==> src/rtl/u8dec_pkg.sv <==
`timescale 1ns / 1ps
// Shared types, constants and byte-classing functions for the UTF-8 to UCS-2 decoder.
// No dependencies; imported by every module of the block but the checker.
package u8dec_pkg;

    localparam int BYTE_W    = 8;
    localparam int UNIT_W    = 16;
    localparam int MAX_UNITS = 3;
    localparam int CNT_W     = 2;

    typedef logic [BYTE_W-1:0] byte_t;
    typedef logic [UNIT_W-1:0] unit_t;
    typedef logic [CNT_W-1:0]  cnt_t;

    // number of bytes held from an unfinished sequence
    typedef enum logic [1:0] {
        PEND_NONE = 2'd0,
        PEND_ONE  = 2'd1,
        PEND_TWO  = 2'd2
    } pend_t;

    // all code units caused by one input item, oldest in units[0]
    typedef struct packed {
        unit_t [MAX_UNITS-1:0] units;
        cnt_t                  cnt;
        logic                  last;
    } bundle_t;

    function automatic logic is_cont(input byte_t b);
        is_cont = (b[7:6] == 2'b10);
    endfunction

    function automatic logic is_lead(input byte_t b);
        is_lead = (b[7:6] == 2'b11);
    endfunction

    function automatic logic is_lead3(input byte_t b);
        is_lead3 = (b[7:5] == 3'b111);
    endfunction

    function automatic unit_t raw_unit(input byte_t b);
        raw_unit = {{(UNIT_W-BYTE_W){1'b0}}, b};
    endfunction

    function automatic unit_t unit2(input byte_t lead, input byte_t c1);
        unit2 = {5'b00000, lead[4:0], c1[5:0]};
    endfunction

    function automatic unit_t unit3(input byte_t lead, input byte_t c1, input byte_t c2);
        unit3 = {lead[3:0], c1[5:0], c2[5:0]};
    endfunction

endpackage

==> src/rtl/u8dec_front.sv <==
`timescale 1ns / 1ps
// Front end: accepts bytes, tracks the pending sequence and builds a bundle for each byte that releases units.
// Depends on u8dec_pkg.
module u8dec_front (
    input  logic               clk,
    input  logic               rst_n,
    input  logic               s_tvalid,
    output logic               s_tready,
    input  u8dec_pkg::byte_t   s_tdata,
    input  logic               s_tlast,
    output logic               push_valid,
    input  logic               push_ready,
    output u8dec_pkg::bundle_t push_data
);
    import u8dec_pkg::*;

    pend_t pend_reg, pend_next, pend_keep;
    byte_t p0_reg, p0_next;
    byte_t p1_reg, p1_next;
    unit_t [MAX_UNITS-1:0] units;
    cnt_t  n;
    logic  fresh;
    logic  accept;

    assign s_tready = push_ready;
    assign accept   = s_tvalid && push_ready;

    always_comb
    begin
        units     = '0;
        n         = '0;
        fresh     = 1'b0;
        pend_keep = PEND_NONE;
        p0_next   = p0_reg;
        p1_next   = p1_reg;
        case (pend_reg)
            PEND_NONE:
            begin
                fresh = 1'b1;
            end
            PEND_ONE:
            begin
                if (is_cont(s_tdata))
                begin
                    if (is_lead3(p0_reg))
                    begin
                        p1_next   = s_tdata;
                        pend_keep = PEND_TWO;
                    end
                    else
                    begin
                        units[0] = unit2(p0_reg, s_tdata);
                        n        = 2'd1;
                    end
                end
                else
                begin
                    units[0] = raw_unit(p0_reg);
                    n        = 2'd1;
                    fresh    = 1'b1;
                end
            end
            PEND_TWO:
            begin
                if (is_cont(s_tdata))
                begin
                    units[0] = unit3(p0_reg, p1_reg, s_tdata);
                    n        = 2'd1;
                end
                else
                begin
                    units[0] = raw_unit(p0_reg);
                    units[1] = raw_unit(p1_reg);
                    n        = 2'd2;
                    fresh    = 1'b1;
                end
            end
            default:
            begin
                fresh = 1'b1;
            end
        endcase

        if (fresh)
        begin
            if (is_lead(s_tdata))
            begin
                p0_next   = s_tdata;
                pend_keep = PEND_ONE;
            end
            else
            begin
                units[n] = raw_unit(s_tdata);
                n        = 2'(n + 2'd1);
            end
        end

        // flush what is still held at the end of the string
        pend_next = pend_keep;
        if (s_tlast)
        begin
            pend_next = PEND_NONE;
            case (pend_keep)
                PEND_ONE:
                begin
                    units[n] = raw_unit(p0_next);
                    n        = 2'(n + 2'd1);
                end
                PEND_TWO:
                begin
                    units[n]           = raw_unit(p0_next);
                    units[2'(n + 2'd1)] = raw_unit(p1_next);
                    n                  = 2'(n + 2'd2);
                end
                default:
                begin
                    n = n;
                end
            endcase
        end
    end

    assign push_valid      = s_tvalid && (n != '0);
    assign push_data.units = units;
    assign push_data.cnt   = n;
    assign push_data.last  = s_tlast;

    always_ff @(posedge clk or negedge rst_n)
    begin
        if (!rst_n)
        begin
            pend_reg <= PEND_NONE;
        end
        else if (accept)
        begin
            pend_reg <= pend_next;
        end
    end

    always_ff @(posedge clk)
    begin
        if (accept)
        begin
            p0_reg <= p0_next;
            p1_reg <= p1_next;
        end
    end

endmodule

==> src/rtl/u8dec_queue.sv <==
`timescale 1ns / 1ps
// Short bundle queue between the front end and the output stage.
// Depends on u8dec_pkg.
module u8dec_queue #(
    parameter int DEPTH = 2
) (
    input  logic               clk,
    input  logic               rst_n,
    input  logic               push_valid,
    output logic               push_ready,
    input  u8dec_pkg::bundle_t push_data,
    output logic               pop_valid,
    input  logic               pop_ready,
    output u8dec_pkg::bundle_t pop_data
);
    import u8dec_pkg::*;

    localparam int PTR_W = (DEPTH > 1) ? $clog2(DEPTH) : 1;
    localparam int FILL_W = $clog2(DEPTH + 1);
    localparam logic [PTR_W-1:0]  PTR_LAST = PTR_W'(DEPTH - 1);
    localparam logic [FILL_W-1:0] FILL_MAX = FILL_W'(DEPTH);

    bundle_t mem [DEPTH];
    logic [PTR_W-1:0]  wr_ptr_reg, wr_ptr_next;
    logic [PTR_W-1:0]  rd_ptr_reg, rd_ptr_next;
    logic [FILL_W-1:0] fill_reg, fill_next;
    logic do_push, do_pop;

    assign push_ready = (fill_reg != FILL_MAX);
    assign pop_valid  = (fill_reg != '0);
    assign pop_data   = mem[rd_ptr_reg];
    assign do_push    = push_valid && push_ready;
    assign do_pop     = pop_valid && pop_ready;

    always_comb
    begin
        wr_ptr_next = wr_ptr_reg;
        rd_ptr_next = rd_ptr_reg;
        fill_next   = fill_reg;
        if (do_push)
        begin
            wr_ptr_next = (wr_ptr_reg == PTR_LAST) ? '0 : PTR_W'(wr_ptr_reg + 1'b1);
        end
        if (do_pop)
        begin
            rd_ptr_next = (rd_ptr_reg == PTR_LAST) ? '0 : PTR_W'(rd_ptr_reg + 1'b1);
        end
        if (do_push && !do_pop)
        begin
            fill_next = FILL_W'(fill_reg + 1'b1);
        end
        else if (do_pop && !do_push)
        begin
            fill_next = FILL_W'(fill_reg - 1'b1);
        end
    end

    always_ff @(posedge clk or negedge rst_n)
    begin
        if (!rst_n)
        begin
            wr_ptr_reg <= '0;
            rd_ptr_reg <= '0;
            fill_reg   <= '0;
        end
        else
        begin
            wr_ptr_reg <= wr_ptr_next;
            rd_ptr_reg <= rd_ptr_next;
            fill_reg   <= fill_next;
        end
    end

    always_ff @(posedge clk)
    begin
        if (do_push)
        begin
            mem[wr_ptr_reg] <= push_data;
        end
    end

endmodule

==> src/rtl/u8dec_back.sv <==
`timescale 1ns / 1ps
// Output stage: unpacks each bundle into single code units behind an output register.
// Depends on u8dec_pkg.
module u8dec_back (
    input  logic               clk,
    input  logic               rst_n,
    input  logic               pop_valid,
    output logic               pop_ready,
    input  u8dec_pkg::bundle_t pop_data,
    output logic               m_tvalid,
    input  logic               m_tready,
    output u8dec_pkg::unit_t   m_tdata,
    output logic               m_tlast
);
    import u8dec_pkg::*;

    cnt_t  idx_reg, idx_next;
    logic  valid_reg, valid_next;
    unit_t data_reg;
    logic  last_reg;
    logic  load;
    logic  final_unit;

    assign load       = pop_valid && (!valid_reg || m_tready);
    assign final_unit = (idx_reg == cnt_t'(pop_data.cnt - 1'b1));
    assign pop_ready  = load && final_unit;

    always_comb
    begin
        idx_next   = idx_reg;
        valid_next = valid_reg;
        if (load)
        begin
            idx_next   = final_unit ? '0 : cnt_t'(idx_reg + 1'b1);
            valid_next = 1'b1;
        end
        else if (m_tready)
        begin
            valid_next = 1'b0;
        end
    end

    always_ff @(posedge clk or negedge rst_n)
    begin
        if (!rst_n)
        begin
            idx_reg   <= '0;
            valid_reg <= 1'b0;
        end
        else
        begin
            idx_reg   <= idx_next;
            valid_reg <= valid_next;
        end
    end

    always_ff @(posedge clk)
    begin
        if (load)
        begin
            data_reg <= pop_data.units[idx_reg];
            last_reg <= pop_data.last && final_unit;
        end
    end

    assign m_tvalid = valid_reg;
    assign m_tdata  = data_reg;
    assign m_tlast  = last_reg;

endmodule

==> src/rtl/utf8_to_ucs2_decoder.sv <==
`timescale 1ns / 1ps
// Channel   Dir  tdata (low bit up)       tuser  tlast
// s_*       in   byte_value[7:0]          -      end_of_string
// m_*       out  code_unit[15:0]          -      last_unit
//
// One byte is taken each cycle while the bundle queue has room.
// A code unit passes from the byte that completes it through the bundle queue and the output register.
// A byte that releases two or three units passes them through the output register one at a time.
// The queue holds QUEUE_DEPTH bundles; s_tready falls only when it is full.
// Reset clears the pending sequence, the queue and the output register.
// Top level of the UTF-8 to UCS-2 decoder.
// Depends on u8dec_pkg, u8dec_front, u8dec_queue and u8dec_back.
module utf8_to_ucs2_decoder #(
    parameter int QUEUE_DEPTH = 2
) (
    input  logic        clk,
    input  logic        rst_n,
    input  logic        s_tvalid,
    output logic        s_tready,
    input  logic [7:0]  s_tdata,   // byte_value[7:0]
    input  logic        s_tlast,
    output logic        m_tvalid,
    input  logic        m_tready,
    output logic [15:0] m_tdata,   // code_unit[15:0]
    output logic        m_tlast
);
    import u8dec_pkg::*;

    bundle_t push_data, pop_data;
    logic    push_valid, push_ready;
    logic    pop_valid, pop_ready;

    u8dec_front u_front (
        .clk        (clk),
        .rst_n      (rst_n),
        .s_tvalid   (s_tvalid),
        .s_tready   (s_tready),
        .s_tdata    (s_tdata),
        .s_tlast    (s_tlast),
        .push_valid (push_valid),
        .push_ready (push_ready),
        .push_data  (push_data)
    );

    u8dec_queue #(
        .DEPTH (QUEUE_DEPTH)
    ) u_queue (
        .clk        (clk),
        .rst_n      (rst_n),
        .push_valid (push_valid),
        .push_ready (push_ready),
        .push_data  (push_data),
        .pop_valid  (pop_valid),
        .pop_ready  (pop_ready),
        .pop_data   (pop_data)
    );

    u8dec_back u_back (
        .clk       (clk),
        .rst_n     (rst_n),
        .pop_valid (pop_valid),
        .pop_ready (pop_ready),
        .pop_data  (pop_data),
        .m_tvalid  (m_tvalid),
        .m_tready  (m_tready),
        .m_tdata   (m_tdata),
        .m_tlast   (m_tlast)
    );

endmodule

==> config.mk <==
export PLATFORM = sky130hd
export DESIGN_NAME = utf8_to_ucs2_decoder
export DESIGN_NICKNAME = d
export VERILOG_FILES = /design/src/rtl/u8dec_pkg.sv /design/src/rtl/u8dec_front.sv /design/src/rtl/u8dec_queue.sv /design/src/rtl/u8dec_back.sv /design/src/rtl/utf8_to_ucs2_decoder.sv
export SDC_FILE = /design/constraint.sdc
export NUM_CORES = 1
export LEC_CHECK = 0
export BUFFER_PORTS_ARGS = -buffer_cell sky130_fd_sc_hd__buf_2
export CELL_PAD_IN_SITES_DETAIL_PLACEMENT = 2
export CELL_PAD_IN_SITES_GLOBAL_PLACEMENT = 2
export CORE_MARGIN = 2
export CORE_UTILIZATION = 48
export DETAILED_ROUTE_END_ITERATION = 10
export PLACE_DENSITY = 0.93
export SLEW_MARGIN = 20
export SYNTH_ARGS = -nofsm -noshare
export SYNTH_HDL_FRONTEND = slang
export SYNTH_HIERARCHICAL = 1
export SYNTH_SLANG_ARGS = --single-unit
==> constraint.sdc <==
create_clock -name clk -period 9.9 [get_ports clk]
set_input_delay 1.98 -clock clk [delete_from_list [all_inputs] [get_ports clk]]
set_output_delay 1.98 -clock clk [all_outputs]
set_load 0.02 [all_outputs]
Word level (Yosys, flattened, before mapping)
Memory sizes are Yosys's and may differ from the RTL's. Cells that the tools add are included.

Bits in registers: 42. RAM bits: 102. Input bits: 13. Output and inout bits: 19. Word-level logic and storage cells: 108. Memories kept: 1.

$add $sub $neg: 9. Magnitude comparators: 7. Equality and inequality tests: 9. Muxes and demuxes: 51. Reductions and logical operators: 21.

Memory list: u_queue.mem (depth 2, bits a word 51, read ports 1, clocked after Yosys merged registers in 0, wr ports 1, line u8dec_queue.sv:23) `bundle_t mem [DEPTH];`.

Operators with widths (number): bitwise mux 48 bit (3); 2-to-1 mux 48 bit (3); demux 16 bit (select 2 bit) (3); one-hot mux 48 bit (2 select lines) (1); 2-to-1 mux 16 bit (5); 2-to-1 mux 8 bit (7); binary-select mux 16 bit (select 2 bit) (1); one-hot mux 16 bit (2 select lines) (1); 2-to-1 mux 2 bit (14); 2-to-1 mux 11 bit (2); logical AND 1 bit (12); less-than comparator 2 x 3 -> 1 bit, second input constant (4); 2-to-1 mux 1 bit (9); adder 2 x 1 -> 2 bit, second input constant (4); equality test 2 bit, second input constant (4); one-hot mux 2 bit (2 select lines) (2); nonzero test 2 bit (4); greater-or-equal comparator 2 x 1 -> 1 bit, second input constant (3); equality test 2 x 1 -> 1 bit, second input constant (2); subtractor 2 x 1 -> 2 bit, second input constant (2); equality test 3 bit, second input constant (1); logical NOT 1 bit (3); adder 1 bit, second input constant (2); adder 2 bit, second input constant (1); other kinds (4) (4).

Logic depth before layout (Yosys ltp)
Depth in word-level cells: 17. Depth in mapped cells: 19. Depth with buffers taken out: 17.

Modules after synthesis
The synthesis kept the hierarchy.

Modules (own cells, without submodules): u8dec_queue (times used 1, cells each 177, area an instance 4126.5 µm², sequential area each 3163.0 µm²); u8dec_front (times used 1, cells each 277, area an instance 2159.6 µm², sequential area each 530.5 µm²); u8dec_back (times used 1, cells each 93, area an instance 1051.0 µm², sequential area each 585.6 µm²).

Worst setup path after synthesis
No wires, ideal clock.

Path type: in2reg. From: in s_tdata[7]. To: mem u_queue/mem[0][0] (netlist name), enable pin. Library setup time: 460 ps. Data arrival time: 6269 ps. Required time: 9440 ps. Slack: 3172 ps. Cell stages on the path: 14. Buffers on the path: 2. Cells stage by stage: buf_2 > nand2b_1 > clkbuf_1 > o21ai_0 > a21o_1 > ha_1 > a22o_1 > inv_1 > ha_1 > a22o_1 > a22o_1 > o21a_1 > nand2_1 > nor2_1.

RTL lines: from (decl) (line utf8_to_ucs2_decoder.sv:20) `input logic [7:0] s_tdata,`; to (decl) (line u8dec_queue.sv:23).

==> impl_metrics.py <==
metrics = {
    "outcome": {
        "status": "finished clean",
    },
    "synthesis": {
        "async_flop_share": 0.06250,
        "synth_seq_cells": 144,
        "syn_inst": 547,
        "ys_seq_area_frac": 0.5832,
        "synth_ff_type": "edfxtp_1",
        "yosys_warnings": 6,
        "avgSynthCellArea_um2": 13.41,
        "synth_edf_count": 135,
        "synth_cell_types": 70,
        "netlist_area_um2": 7337,
    },
    "routing": {
        "topRoutingLayerUsed": "met5",
        "routed_wl_mm": 22.08,
        "wl_met2_mm": 11.22,
        "drt-wirelength-per-cell_um": 28.72,
        "via_count": 4703,
        "vias_per_cell": 6.116,
        "drt-met1-wl_mm": 9.295,
        "first_pass_iters": 4,
        "drt_iter0_drc": 363,
        "routed-wl-met3_um": 945,
        "antenna_left": 0,
        "drc_errors": 0,
    },
    "timing": {
        "fin_setup_tns_ns": 0,
        "worstMarginPinSlew_ns": 0.9731,
        "period_minus_slack_ns": 5.488,
        "fmax_ghz": 0.1822,
        "slew_headroom": 0.3513,
        "whs_ns": 0.5369,
        "rsz0062_at_grt": "no",
        "drv_slew": 0,
        "finalSetupViolCount": 0,
        "period_share": 0.5543,
        "fin_skew_ns": 0.01217,
        "finalHoldViolations": 0,
    },
    "layout": {
        "diodes": 0,
        "regMostFlops": "u_queue/mem",
        "largest_reg_flops": 102,
        "nNetsFinal": 592,
        "drive_gt1_frac": 0.2358,
        "syn_to_final_growth_pct": 9.993,
    },
    "floorplanning": {
        "initial_core_util": 0.4862,
        "die_area_um2": 16290,
        "fp.dieW_um": 127.6,
        "rows": 45,
        "ios": 32,
        "fp.coreArea_um2": 15090,
        "die_h_um": 127.6,
    },
    "critical_path": {
        "path_buf_inv": 3,
        "crit_path_start_kind": "input port",
        "crit_chain": "buf_2, and2b_1, nand2_1, a21o_1, ha_1, a22o_1, inv_1, ha_1, a22o_1, a22o_1, o21a_1, nand2_1, nor2_4, buf_4",
        "path_max_fanout": 51,
        "critPathCaptureType": "register",
        "critical-path-top-delay-family": "buffers and inverters",
        "cp_slowest_cell": "buf_4",
        "ff2ff_setup_slack_ns": 5.40,
        "crit_path_max_incr_delay_ns": 0.62,
        "path_class": "input port to register",
        "worstPathArrival_ns": 5.54,
        "cp_common_cell": "a22o_1",
        "critPathRequiredTime_ns": 9.96,
    },
    "place": {
        "hpwl_mm": 14.03,
        "portBuffers": 31,
        "place_congestion": 0.9064,
    },
    "clock_network": {
        "cts_resized": 0,
        "cts_root_buf": "clkbuf_16",
        "clk_latency_ns": 0.43,
        "path_clk_slew_ns": 0.06,
        "clkSinkCount": 144,
        "cts-buffers-inserted": 17,
        "cts_hold_buf": 0,
        "clockBufferDepth": 2,
        "cts_tree": "yes",
        "cts_setup_buffers": 0,
        "htree_levels": 4,
    },
    "pwr": {
        "peakVddDrop_mv": 0.1372,
        "total_leakage_power_nw": 3.104,
        "p_per_area_nw_per_um2": 300.3,
    },
    "job": {
        "maxCapViolations": 0,
    },
    "global_routing": {
        "grt_pass1_vias": 5147,
        "grt_max_degree": 53,
        "globalRouteOverflowTotal": 0,
        "antenna_found_initial": 1,
        "grt_use_total": 0.2821,
        "grt_pass1_wl_mm": 33.02,
    },
    "hold_path": {
        "hp-class": "register to register",
    },
}
[kinds of logic after synthesis]
group / Yosys count / share of synthesized area
other: 1 / 0.0005111
xor gates and xnor gates: 6 / 0.007164
AOI/OAI and AO/OA: 107 / 0.1061
muxes: 72 / 0.1322
buffers and inverters: 72 / 0.06310
and+or+nand+nor: 134 / 0.08902
adders and majority gates: 11 / 0.01876
DFF: 144 / 0.5832
[area by class of cell]
class	count	area [um2]
Fill cell	1387	7019
Tap cell	188	235.2
Sequential cell	144	4282
Multi-Input combinational cell	346	2663
Clock buffer	18	429.2
Clock inverter	14	190.2
Inverter	25	93.84
Timing Repair Buffer	34	177.7
[stage by stage]
step	util	setup WS, ns	cells	cell area, um2	total power, mW
after CTS	0.5347	4.488	769	8069	2.436
after global placement	0.4937	4.443	737	7450	1.632
after global routing	0.5348	4.218	769	8070	2.514
after detailed placement	0.4937	4.120	737	7450	1.718
after floorplan	-	3.172	562	7393	1.539
final	0.5348	4.412	769	8070	2.423
[synthesized netlist by cell type, types with 2 or more instances]
cell type	count	area (um2)
inv_1	25	93.84
nor2_1	14	52.55
clkbuf_1	11	41.29
nand2b_1	13	81.33
ha_1	11	137.6
a21boi_0	2	15.01
a31oi_1	3	18.77
xor2_1	3	26.28
nand2_2	2	12.51
mux2_4	49	735.7
o31ai_1	2	15.01
o21ai_0	35	175.2
a21o_1	3	22.52
a32o_1	2	20.02
nor2b_1	2	12.51
nand3_1	12	60.06
and2_1	9	56.30
nand2_1	62	232.7
buf_12	5	100.1
a22o_1	9	78.83
o21a_1	3	22.52
a21oi_1	11	55.05
buf_4	22	165.2
mux2i_1	20	200.2
a22oi_1	3	22.52
buf_2	5	25.02
nor3_1	2	10.01
a21oi_2	2	17.52
a221o_1	6	60.06
o221ai_1	6	52.55
xnor2_1	3	26.28
and3_1	5	31.28
o22ai_1	2	12.51
edfxtp_1	135	4054
mux2_2	3	33.78
buf_6	3	33.78
dfrtp_1	9	225.2
[path summary, 6_finish.rpt]
kind                            cells after the start                            start                              end
worst max register to register                     14  u_front/pend_reg[0]$_DFFE_PN0P_     u_queue/mem[0][28]$_DFFE_PP_
worst min-delay path                                2  u_front/pend_reg[1]$_DFFE_PN0P_  u_front/pend_reg[1]$_DFFE_PN0P_
worst min register to register                      2  u_front/pend_reg[1]$_DFFE_PN0P_  u_front/pend_reg[1]$_DFFE_PN0P_
worst max-delay path                               14                       s_tdata[7]     u_queue/mem[0][28]$_DFFE_PP_
max in group asynchronous                           1                            rst_n    u_back/idx_reg[1]$_DFFE_PN0P_
min in group asynchronous                           1                            rst_n  u_queue/fill_reg[1]$_DFFE_PN0P_
[worst reg2reg max path: cells and delay by family, from the launching register on]
family,cells,cell delay (ns)
AO/OA/AOI/OAI,4,0.74
adder cells (fa/ha/maj),3,1.27
buffers and inverters,3,0.81
flip-flops,1,0.39
AND/OR/NAND/NOR,4,0.88
[routing by layer]
metal  track usage  up-vias
met4        0.1041        2
met5             0        -
met2        0.4882      170
li1              -     2039
met3       0.05611       44
met1        0.3513     2448
[cells in the final DEF (no fill, tap or decap), drive strengths merged, types with 3 or more instances in the layout]
master	netlist	layout
a21o	3	3
nand2	64	64
xnor2	3	3
mux2i	20	20
a221o	6	6
nand3	12	12
o21ai	37	37
a22o	9	9
and3	5	5
nor2	15	15
conb	1	16
a31oi	3	3
o221ai	6	6
o21a	3	3
buf	36	34
ha	11	11
bufinv	0	4
edfxtp	135	135
mux2	52	52
xor2	3	3
a22oi	3	3
nor3	3	3
and2	9	9
a21boi	3	3
a21oi	13	13
dfrtp	9	9
clkinv	0	7
inv	25	26
nand2b	13	13
clkbuf	11	18
[where the power goes]
group	switching [mW]	total (mW)	internal, mW
clock	0.264	0.685	0.421
combinational	0.433	0.735	0.302
sequential	0.120	1.00	0.883
No activity file was read; power rests on OpenSTA's default activity.
